## config.mk

```make
export PLATFORM = sky130hd
export DESIGN_NAME = hsv_to_rgb_converter
export DESIGN_NICKNAME = d
export VERILOG_FILES = /design/src/rtl/hsv_pkg.sv /design/src/rtl/hsv_sector.sv /design/src/rtl/hsv_terms.sv /design/src/rtl/hsv_mix.sv /design/src/rtl/hsv_scale.sv /design/src/rtl/hsv_to_rgb_converter.sv
export SDC_FILE = /design/constraint.sdc
export NUM_CORES = 2
export LEC_CHECK = 0
export ABC_AREA = 0
export BUFFER_PORTS_ARGS = -buffer_cell sky130_fd_sc_hd__buf_2
export CELL_PAD_IN_SITES_DETAIL_PLACEMENT = 0
export CELL_PAD_IN_SITES_GLOBAL_PLACEMENT = 2
export CORE_ASPECT_RATIO = 1.5
export CORE_UTILIZATION = 44
export DETAILED_ROUTE_END_ITERATION = 12
export PLACE_DENSITY = 0.84
export RECOVER_POWER = 25
export SETUP_SLACK_MARGIN = 0.4
export SLEW_MARGIN = 20
export SYNTH_ARGS = -nofsm -noshare
export SYNTH_HDL_FRONTEND = slang
export SYNTH_SLANG_ARGS = --single-unit
```

## constraint.sdc

```tcl
create_clock -name clk -period 7 [get_ports clk]
set_input_delay 1.4 -clock clk [delete_from_list [all_inputs] [get_ports clk]]
set_output_delay 1.4 -clock clk [all_outputs]
set_load 0.05 [all_outputs]
```

## src/rtl/hsv_pkg.sv

```systemverilog
package hsv_pkg;

  // Field and internal widths
  localparam int unsigned HueW  = 9;
  localparam int unsigned PctW  = 7;
  localparam int unsigned RemW  = 6;   // remainder within a 60 degree sector
  localparam int unsigned QuoW  = 4;   // hue / 60, up to 8 for a 9-bit hue
  localparam int unsigned TermW = 13;  // sat-scaled terms, up to 6000
  localparam int unsigned NumW  = 20;  // numerators over 600000, up to 600000
  localparam int unsigned ChanW = 8;

  localparam int unsigned PctFull   = 100;
  localparam int unsigned DegSector = 60;
  localparam int unsigned Sectors   = 6;
  localparam int unsigned FullScale = PctFull * DegSector;  // 6000

  // hue / 60 as (hue * 1093) >> 16; exact for hue < 512
  localparam int unsigned HueRecip = 1093;
  localparam int unsigned HueShift = 16;

  // num * 255 / 600000 == num * 17 / 40000
  // == (num * 17 * ceil(2^39 / 40000)) >> 39, exact for num <= 600000
  localparam int unsigned ScaleMul   = 233646232;
  localparam int unsigned ScaleMulW  = 28;
  localparam int unsigned ScaleShift = 39;

  typedef enum logic [2:0] {
    SEC_R_TO_Y = 3'd0,
    SEC_Y_TO_G = 3'd1,
    SEC_G_TO_C = 3'd2,
    SEC_C_TO_B = 3'd3,
    SEC_B_TO_M = 3'd4,
    SEC_M_TO_R = 3'd5
  } sector_t;

  typedef struct packed {
    sector_t             sector;
    logic [RemW-1:0]     rem;
    logic [PctW-1:0]     sat;
    logic [PctW-1:0]     val;
  } hue_split_t;

  typedef struct packed {
    sector_t             sector;
    logic [PctW-1:0]     val;
    logic [TermW-1:0]    pterm;
    logic [TermW-1:0]    qterm;
    logic [TermW-1:0]    tterm;
  } sat_terms_t;

  typedef struct packed {
    logic [NumW-1:0]     red;
    logic [NumW-1:0]     green;
    logic [NumW-1:0]     blue;
  } rgb_num_t;

  typedef struct packed {
    logic [ChanW-1:0]    red;
    logic [ChanW-1:0]    green;
    logic [ChanW-1:0]    blue;
  } rgb_t;

endpackage

```

## src/rtl/hsv_sector.sv

```systemverilog
// Stage 1: clamp sat/val, split hue into sector and remainder.
module hsv_sector (
  input  logic                        clk,
  input  logic                        rst_n,
  input  logic                        in_valid,
  output logic                        in_ready,
  input  logic [hsv_pkg::HueW-1:0]    hue,
  input  logic [hsv_pkg::PctW-1:0]    sat,
  input  logic [hsv_pkg::PctW-1:0]    val,
  output logic                        out_valid,
  input  logic                        out_ready,
  output hsv_pkg::hue_split_t         out_data
);

  localparam int HueW = hsv_pkg::HueW;
  localparam int PctW = hsv_pkg::PctW;
  localparam int RemW = hsv_pkg::RemW;
  localparam int QuoW = hsv_pkg::QuoW;
  localparam int ProdW = hsv_pkg::HueShift + QuoW;

  logic                 valid_r;
  hsv_pkg::hue_split_t  data_r;
  hsv_pkg::hue_split_t  data_nxt;
  logic [ProdW-1:0]     hue_prod;
  logic [QuoW-1:0]      quo;
  logic [HueW-1:0]      base;
  logic [PctW-1:0]      sat_c;
  logic [PctW-1:0]      val_c;

  assign hue_prod = ProdW'(hue) * ProdW'(hsv_pkg::HueRecip);
  assign quo      = hue_prod[hsv_pkg::HueShift +: QuoW];
  assign base     = HueW'(32'(quo) * hsv_pkg::DegSector);
  assign sat_c    = (sat > PctW'(hsv_pkg::PctFull)) ? PctW'(hsv_pkg::PctFull) : sat;
  assign val_c    = (val > PctW'(hsv_pkg::PctFull)) ? PctW'(hsv_pkg::PctFull) : val;

  always_comb begin
    data_nxt.rem = RemW'(hue - base);
    data_nxt.sat = sat_c;
    data_nxt.val = val_c;
    // quotient tops out at 8, so one subtract wraps it
    if (32'(quo) >= hsv_pkg::Sectors) begin
      data_nxt.sector = hsv_pkg::sector_t'(3'(32'(quo) - hsv_pkg::Sectors));
    end else begin
      data_nxt.sector = hsv_pkg::sector_t'(3'(quo));
    end
  end

  assign in_ready = !valid_r || out_ready;

  always_ff @(posedge clk) begin
    if (!rst_n) begin
      valid_r <= 1'b0;
    end else if (in_ready) begin
      valid_r <= in_valid;
    end
  end

  always_ff @(posedge clk) begin
    if (in_ready && in_valid) begin
      data_r <= data_nxt;
    end
  end

  assign out_valid = valid_r;
  assign out_data  = data_r;

endmodule

```

## src/rtl/hsv_terms.sv

```systemverilog
// Stage 2: saturation-scaled terms for p, q and t (numerators over 6000).
module hsv_terms (
  input  logic                  clk,
  input  logic                  rst_n,
  input  logic                  in_valid,
  output logic                  in_ready,
  input  hsv_pkg::hue_split_t   in_data,
  output logic                  out_valid,
  input  logic                  out_ready,
  output hsv_pkg::sat_terms_t   out_data
);

  localparam int TermW = hsv_pkg::TermW;
  localparam int PctW  = hsv_pkg::PctW;

  logic                 valid_r;
  hsv_pkg::sat_terms_t  data_r;
  hsv_pkg::sat_terms_t  data_nxt;
  logic [TermW-1:0]     rem_sat;
  logic [TermW-1:0]     crem_sat;
  logic [TermW-1:0]     crem;

  assign rem_sat  = TermW'(in_data.rem) * TermW'(in_data.sat);
  assign crem     = TermW'(hsv_pkg::DegSector) - TermW'(in_data.rem);
  assign crem_sat = crem * TermW'(in_data.sat);

  always_comb begin
    data_nxt.sector = in_data.sector;
    data_nxt.val    = in_data.val;
    data_nxt.pterm  = TermW'(PctW'(hsv_pkg::PctFull) - in_data.sat)
                      * TermW'(hsv_pkg::DegSector);
    data_nxt.qterm  = TermW'(hsv_pkg::FullScale) - rem_sat;
    data_nxt.tterm  = TermW'(hsv_pkg::FullScale) - crem_sat;
  end

  assign in_ready = !valid_r || out_ready;

  always_ff @(posedge clk) begin
    if (!rst_n) begin
      valid_r <= 1'b0;
    end else if (in_ready) begin
      valid_r <= in_valid;
    end
  end

  always_ff @(posedge clk) begin
    if (in_ready && in_valid) begin
      data_r <= data_nxt;
    end
  end

  assign out_valid = valid_r;
  assign out_data  = data_r;

endmodule

```

## src/rtl/hsv_mix.sv

```systemverilog
// Stage 3: scale by value, then route V/p/q/t to r/g/b per sector.
module hsv_mix (
  input  logic                  clk,
  input  logic                  rst_n,
  input  logic                  in_valid,
  output logic                  in_ready,
  input  hsv_pkg::sat_terms_t   in_data,
  output logic                  out_valid,
  input  logic                  out_ready,
  output hsv_pkg::rgb_num_t     out_data
);

  localparam int NumW = hsv_pkg::NumW;

  logic               valid_r;
  hsv_pkg::rgb_num_t  data_r;
  hsv_pkg::rgb_num_t  data_nxt;
  logic [NumW-1:0]    vv;
  logic [NumW-1:0]    pp;
  logic [NumW-1:0]    qq;
  logic [NumW-1:0]    tt;

  assign vv = NumW'(in_data.val) * NumW'(hsv_pkg::FullScale);
  assign pp = NumW'(in_data.val) * NumW'(in_data.pterm);
  assign qq = NumW'(in_data.val) * NumW'(in_data.qterm);
  assign tt = NumW'(in_data.val) * NumW'(in_data.tterm);

  always_comb begin
    case (in_data.sector)
      hsv_pkg::SEC_R_TO_Y: begin
        data_nxt = '{red: vv, green: tt, blue: pp};
      end
      hsv_pkg::SEC_Y_TO_G: begin
        data_nxt = '{red: qq, green: vv, blue: pp};
      end
      hsv_pkg::SEC_G_TO_C: begin
        data_nxt = '{red: pp, green: vv, blue: tt};
      end
      hsv_pkg::SEC_C_TO_B: begin
        data_nxt = '{red: pp, green: qq, blue: vv};
      end
      hsv_pkg::SEC_B_TO_M: begin
        data_nxt = '{red: tt, green: pp, blue: vv};
      end
      default: begin
        data_nxt = '{red: vv, green: pp, blue: qq};
      end
    endcase
  end

  assign in_ready = !valid_r || out_ready;

  always_ff @(posedge clk) begin
    if (!rst_n) begin
      valid_r <= 1'b0;
    end else if (in_ready) begin
      valid_r <= in_valid;
    end
  end

  always_ff @(posedge clk) begin
    if (in_ready && in_valid) begin
      data_r <= data_nxt;
    end
  end

  assign out_valid = valid_r;
  assign out_data  = data_r;

endmodule

```

## src/rtl/hsv_scale.sv

```systemverilog
// Stage 4: floor(num * 255 / 600000) by reciprocal multiply; output register.
module hsv_scale (
  input  logic                  clk,
  input  logic                  rst_n,
  input  logic                  in_valid,
  output logic                  in_ready,
  input  hsv_pkg::rgb_num_t     in_data,
  output logic                  out_valid,
  input  logic                  out_ready,
  output hsv_pkg::rgb_t         out_data
);

  localparam int NumW  = hsv_pkg::NumW;
  localparam int ChanW = hsv_pkg::ChanW;
  localparam int ProdW = hsv_pkg::NumW + hsv_pkg::ScaleMulW;

  logic           valid_r;
  hsv_pkg::rgb_t  data_r;
  hsv_pkg::rgb_t  data_nxt;

  function automatic logic [ChanW-1:0] to_chan(input logic [NumW-1:0] num);
    logic [ProdW-1:0] prod;
    prod = ProdW'(num) * ProdW'(hsv_pkg::ScaleMul);
    return prod[hsv_pkg::ScaleShift +: ChanW];
  endfunction

  always_comb begin
    data_nxt.red   = to_chan(in_data.red);
    data_nxt.green = to_chan(in_data.green);
    data_nxt.blue  = to_chan(in_data.blue);
  end

  assign in_ready = !valid_r || out_ready;

  always_ff @(posedge clk) begin
    if (!rst_n) begin
      valid_r <= 1'b0;
    end else if (in_ready) begin
      valid_r <= in_valid;
    end
  end

  always_ff @(posedge clk) begin
    if (in_ready && in_valid) begin
      data_r <= data_nxt;
    end
  end

  assign out_valid = valid_r;
  assign out_data  = data_r;

endmodule

```

## src/rtl/hsv_to_rgb_converter.sv

```systemverilog
// HSV to RGB color converter, exact integer arithmetic.
//
// Input channel (in_valid/in_ready): one transaction per pixel carrying hue in
// whole degrees (360 and above wrap by 360), saturation and value in whole
// percent (above 100 clamps to 100).
// Output channel (out_valid/out_ready): one transaction per input with 8-bit
// red, green and blue, each floor(exact channel value * 255).
//
// Each accepted pixel passes through four register stages (hue split,
// saturation terms, value multiply and sector routing, scale to 8 bits),
// each holding one transaction. Throughput is one pixel per clock while
// the output is not stalled.
//
// Reset (rst_n low, synchronous) empties every stage; no transaction is
// presented afterwards until a new one is accepted.
// When the receiver drops out_ready the result holds in the output register.
// Each stage keeps taking data while it or the stage after it has room, so
// bubbles close up; in_ready falls only once all four stages are full.
module hsv_to_rgb_converter (
  input  logic                      clk,
  input  logic                      rst_n,
  input  logic                      in_valid,
  output logic                      in_ready,
  input  logic [hsv_pkg::HueW-1:0]  in_hue_deg,
  input  logic [hsv_pkg::PctW-1:0]  in_sat_pct,
  input  logic [hsv_pkg::PctW-1:0]  in_val_pct,
  output logic                      out_valid,
  input  logic                      out_ready,
  output logic [hsv_pkg::ChanW-1:0] out_red,
  output logic [hsv_pkg::ChanW-1:0] out_green,
  output logic [hsv_pkg::ChanW-1:0] out_blue
);

  // stage-to-stage handshake
  logic                 s1_valid, s1_ready;
  logic                 s2_valid, s2_ready;
  logic                 s3_valid, s3_ready;
  hsv_pkg::hue_split_t  s1_data;
  hsv_pkg::sat_terms_t  s2_data;
  hsv_pkg::rgb_num_t    s3_data;
  hsv_pkg::rgb_t        s4_data;

  // sector = floor(hue/60) mod 6, rem = hue mod 60
  hsv_sector u_sector (
    .clk       (clk),
    .rst_n     (rst_n),
    .in_valid  (in_valid),
    .in_ready  (in_ready),
    .hue       (in_hue_deg),
    .sat       (in_sat_pct),
    .val       (in_val_pct),
    .out_valid (s1_valid),
    .out_ready (s1_ready),
    .out_data  (s1_data)
  );

  // p, q, t before value scaling, over 6000
  hsv_terms u_terms (
    .clk       (clk),
    .rst_n     (rst_n),
    .in_valid  (s1_valid),
    .in_ready  (s1_ready),
    .in_data   (s1_data),
    .out_valid (s2_valid),
    .out_ready (s2_ready),
    .out_data  (s2_data)
  );

  // numerators over 600000, routed by sector
  hsv_mix u_mix (
    .clk       (clk),
    .rst_n     (rst_n),
    .in_valid  (s2_valid),
    .in_ready  (s2_ready),
    .in_data   (s2_data),
    .out_valid (s3_valid),
    .out_ready (s3_ready),
    .out_data  (s3_data)
  );

  // truncated 8-bit channels; this stage is the output register
  hsv_scale u_scale (
    .clk       (clk),
    .rst_n     (rst_n),
    .in_valid  (s3_valid),
    .in_ready  (s3_ready),
    .in_data   (s3_data),
    .out_valid (out_valid),
    .out_ready (out_ready),
    .out_data  (s4_data)
  );

  assign out_red   = s4_data.red;
  assign out_green = s4_data.green;
  assign out_blue  = s4_data.blue;

endmodule

```

# [Word-level counts from Yosys, hierarchy flattened]
# Index checks and enable logic that the tools add are counted.
# Widths: inputs -> output; s select.
[totals] mem_bits_rw=0 mem_bits_ro=0 mem_count=0 inputBits=27 reg_bits=158 out_inout_bits=26 latch_bits=0
[op_classes] n_mul=12 n_eq_ne=4 shift=0 reduce_logical=13 n_addsub=6 mux=2 order_cmp=3 n_div=0 bitwise_logic=0
[op_table] cell="$pmux 60 s5" count=1
[op_table] cell="$mul 20x25->44 const B" count=3
[op_table] cell="$mul 7x13->20" count=2
[op_table] cell="$sub 13x13->13 const A" count=2
[op_table] cell="$mul 9x11->20 const B" count=1
[op_table] cell="$mul 7x11->18" count=1
[op_table] cell="$mul 7x9->16 const B" count=1
[op_table] cell="$gt 7x7->1 const B" count=2
[op_table] cell="$mul 13x4->11 const B" count=1
[op_table] cell="$mul 13x7->13" count=1
[op_table] cell="$mul 6x7->13" count=1
[op_table] cell="$sub 7x7->8 const A" count=1
[op_table] cell="$sub 6x6->7 const A" count=1
[op_table] cell="$eq 3x2->1 const B" count=2
[op_table] cell="$sub 6x6->6" count=1
[op_table] cell="$ge 4x3->1 const B" count=1
[op_table] cell="$logic_and 1x1->1" count=4
[op_table] cell="$logic_not 1->1" count=4
[op_table] cell="$logic_or 1x1->1" count=4
[op_table] cell="$mul 4x1->4 const B" count=1
[op_table] cell="$eq 3x1->1 const B" count=1
[op_table] cell="$eq 3x3->1 const B" count=1
[op_table] cell="$logic_not 3->1" count=1
[op_table] cell="$mux 3" count=1
[op_table] cell="$sub 3x3->3 const B" count=1

# [Logic depth before layout (Yosys ltp)]
[logic_depth] depth_word=6 depth_mapped=24 ltp_nobuf=24

# [Modules after synthesis]
# From an unflattened synthesis, not the netlist that was laid out.
[hier_totals] cells_unflattened=5058 hier_area_um2=47894.7
[by_module_without_submodules] module="hsv_scale" instances=1 area_each_um2=26691.8 cells_each=2760
[by_module_without_submodules] module="hsv_mix" instances=1 area_each_um2=13827.0 cells_each=1593
[by_module_without_submodules] module="hsv_terms" instances=1 area_each_um2=5450.2 cells_each=534
[by_module_without_submodules] module="hsv_sector" instances=1 area_each_um2=1925.6 cells_each=171

# [Worst setup path after synthesis]
# OpenSTA, ideal clock, no wires.
[synth_timing] path_kind="reg-to-reg" from="reg u_mix.data_r (netlist bit u_mix.out_data[22])" to="reg u_scale.data_r (netlist bit u_scale.out_data[12]), data pin" n_path_buf=0 arrival_ns=5.812 required_time_ns=6.742 synth_period_minus_slack_ns=6.070 path_stages_with_launch=23 setup_slack_ns=0.930 cell_sequence="edfxtp_1 > inv_1 > fa_1 > fa_1 > inv_1 > fa_1 > fa_1 > inv_1 > fa_1 > inv_1 > fa_1 > inv_1 > fa_1 > inv_1 > ha_1 > o21ai_0 > o21ai_0 > a21oi_1 > a211oi_1 > a31oi_1 > o221ai_1 > a21oi_1 > xnor2_1"
[synth_rtl] item="start, declared" line_no="hsv_mix.sv:16" source="hsv_pkg::rgb_num_t data_r;"
[synth_rtl] item="start signal, assigned" line_no="hsv_mix.sv:63" source="data_r <= data_nxt;"
[synth_rtl] item="end signal, assigned" line_no="hsv_scale.sv:45" source="data_r <= data_nxt;"
[synth_rtl] item="end, declared" line_no="hsv_scale.sv:18" source="hsv_pkg::rgb_t data_r;"

==> summary.md <==
| Metric | Value |
|---|---|
| Max Slew Vio Count | 72 |
| Routability Congestion | 0.9547 |
| Yosys warnings | 0 |
| Reg2Reg Depth | 18 |
| CP endpoint kind | register |
| Crit-path cells | inv_1 > fa_2 > inv_1 > fa_1 > inv_1 > fa_1 > inv_1 > fa_1 > fa_1 > fa_1 > fa_1 > ha_1 > a2111oi_0 > o21ai_1 > a21oi_1 > o211ai_1 > or4_1 > nand3_1 |
| Critical path origin | u_mix.out_data[43]$_DFFE_PP_ |
| CP max FO | 7 |
| Crit path launch type | register |
| Routed WL | 119900 um |
| Die ar. | 104500 um^2 |
| DRC | 0 |
| Ys async rst share | 0 |
| Critical Path Max Stage Delay | 590 ps |
| Period utilization | 0.9092 |
| Row count | 144 |
| RSZ-0062 raised after global routing | true |
| Critical Path Sink | u_scale.out_data[23]$_DFFE_PP_ |
| CP arrival | 6740 ps |
| Critical path depth | 18 |
| R2R Path Start | u_mix.out_data[43]$_DFFE_PP_ |
| Post-synth cell types | 86 |
| Number of max-cap violations | 2 |
| Via count | 31256 |
| Synthesized Nets | 6340 |
| Least-Margin Pin Slew | 2963 ps |
| Top cells by area in the synthesized netlist | fa_1 (35%), ha_1 (24%), inv_1 (10%), edfxtp_1 (10%), nand2_1 (2.5%) |
| WL/cell | 19.88 um |
| Skew final | 13.12 ps |
| Cell area after synthesis | 45410 um^2 |
| Ports | 53 |
| Total congestion overflow | 0 |
| Outcome | complete, but fails checks |
| CTS tree | built |
| First drt pass iteration count | 5 |
| Worst skew pair latency | 510 ps |
| Hold buffer count at cts | 0 |
| Crit path kind | register to register |
| Flop2flop setup slack | 640 ps |
| Initial antenna violation count | 0 |
| Total CTS buffers | 17 |
| Initial Util | 0.4429 |
| Primary FF master, synth | edfxtp_1 |
| Failing checks | max-capacitance violations, max-slew violations |
| Clock sink total | 157 |
| Finish-stage setup viols | 0 |
| F_max | 157.1 MHz |
| Post-synth EDFFs | 153 |
| Fill cells | 9805 |
| Number of H-tree levels | 4 |
| CP top delay family | adder cells |
| Die width | 264.3 um |
| All-Layer GR Usage | 0.2415 |
| Final min period | 6364 ps |
| Routed Antenna Nets | 0 |
| CTS Buffer Depth | 2 |
| Clock root cell | clkbuf_16 |
| DR vias/cell | 5.183 |
| Pin count of the biggest net entering global routing | 61 |
| Vias in the first global route | 34633 |
| CTS clk-pin slew, worst paths | 70 ps |
| DP Wirelength | 106600 um |
| Req. time, crit path | 7380 ps |
| Post-synth top area cell | fa_1 |
| Buf+Inv Stages, Crit Path | 4 |
| Max transition margin | -0.9794 |
| Final #Nets | 6404 |
| Die Ht | 395.5 um |
| CP most frequent cell | fa_1 |
| Area Overhead vs Synth | 6.293% |
| Final Hold Fails | 0 |
| Synthesized flop and latch total | 157 |
| Yosys top cell area share | 0.3483 |
| R2r endpoint | u_scale.out_data[23]$_DFFE_PP_ |
| 1st-iter DRT viols | 1291 |
| Average size of a mapped cell | 9.782 um^2 |
| Slowest cell on crit path | fa_2 |
| Global-route wire length before repair | 191100 um |
| Post-synthesis sequential area ratio | 0.1029 |
| Layout cells sized above 1 | 0.03752 |
| Setup TNS | 0 ps |
| HP Class | register to register |
| IO buf count | 52 |
| Ant diodes | 0 |
| Core ar. | 102500 um^2 |
| Cell count after synthesis | 4642 |
registers in the layout, summed over array words and instances, names as in the netlist:
name,cells
u_scale.out_valid,1
u_mix.out_data,60
u_mix.out_valid,1
u_scale.out_data,24
u_terms.out_data,46
u_sector.out_valid,1
u_terms.out_valid,1
u_sector.out_data,23
cell type report:
type                       count  area, um^2  area share
clock buffer                  17       425.4    0.008814
inverter                    1264        4745     0.09830
multi-input combinational   3138       35800      0.7416
timing repair buffer         128       837.1     0.01734
tap                         1314        1644     0.03406
sequential                   157        4674     0.09685
clock inverter                13       146.4    0.003033
cell families (layout without fill, tap and decap cells):
| family | after synthesis | count (layout) | share of synthesized area |
|---|---|---|---|
| AOI/OAI and AO/OA | 532 | 532 | 0.07784 |
| xor gates and xnor gates | 146 | 146 | 0.02846 |
| adders and majority gates | 1671 | 1671 | 0.5910 |
| buffers and inverters | 1347 | 1422 | 0.1113 |
| DFF | 157 | 157 | 0.1029 |
| muxes | 31 | 31 | 0.007246 |
| and+or+nand+nor | 758 | 758 | 0.08115 |
worst min path at each step:
stage | from | to | slack, ps | depth (start not counted)
2_1_floorplan | u_sector.out_data[0]$_SDFFCE_PN0P_ | u_terms.out_data[39]$_DFFE_PP_ | 400 | 0
3_3_place_gp | u_sector.out_data[3]$_SDFFCE_PN0P_ | u_terms.out_data[42]$_DFFE_PP_ | 400 | 0
3_5_place_dp | u_sector.out_data[5]$_SDFFCE_PN1P_ | u_terms.out_data[44]$_DFFE_PP_ | 410 | 0
4_1_cts | u_sector.out_data[5]$_SDFFCE_PN1P_ | u_terms.out_data[44]$_DFFE_PP_ | 420 | 0
5_1_grt | u_sector.out_data[1]$_SDFFCE_PN0P_ | u_terms.out_data[40]$_DFFE_PP_ | 440 | 0
6_report | u_sector.out_data[5]$_SDFFCE_PN1P_ | u_terms.out_data[44]$_DFFE_PP_ | 420 | 0
placed cells by master, fill, tap and decap left out, types with 72 or more instances in the layout:
cell and n:
a21oi_1 141, and2_1 147, buf_4 72, edfxtp_1 153
fa_1 788, ha_1 880, inv_1 1262, nand2_1 300
nor2_1 105, xnor2_1 103
per-stage QoR:
stage	util	setup WS [ps]	instance area (um^2)	instances	hold slack, ps
2_1_floorplan	-	930.2	45410	4642	400.3
3_3_place_gp	0.4630	409.6	47470	5976	403.3
3_5_place_dp	0.4630	370.2	47470	5976	406.1
4_1_cts	0.4686	407.7	48040	6006	422.4
5_1_grt	0.4708	352.3	48270	6031	440.5
6_report	0.4708	635.8	48270	6031	421.3
repair_timing:
action                                  CTS  global route
setup buffers                             0            25
endpoints found under the setup margin    1            21
gates cloned                              0             0
pin swaps                                 0             5
resized for setup                         1            17
routing by layer:
layer,vias up,GRT usage,share of wire
met2,517,0.4781,0.56
met4,0,0.1293,0.058
met1,15715,0.2484,0.36
li1,14804,-,-
met3,220,0.01681,0.020
met5,-,0,0
cells in the mapped netlist (13+ instances only):
cell type / instances
o21ai_0: 69
ha_1: 881
nand2_1: 300
and3_1: 17
mux2i_1: 25
nand4_1: 13
o21bai_1: 24
nand2b_1: 14
o21a_1: 14
nor2_1: 107
xor2_1: 41
xnor2_1: 104
a211oi_1: 27
o211ai_1: 18
nor2b_1: 26
clkbuf_1: 77
a21o_1: 65
a21oi_1: 141
o21ai_1: 23
fa_1: 790
edfxtp_1: 153
nand3_1: 52
nor3_1: 23
a31oi_1: 26
o31ai_1: 14
inv_1: 1263
and2_1: 152
Power is not shown: default switching activity piles up to over one toggle a cycle in this logic, so the estimate is an artifact.
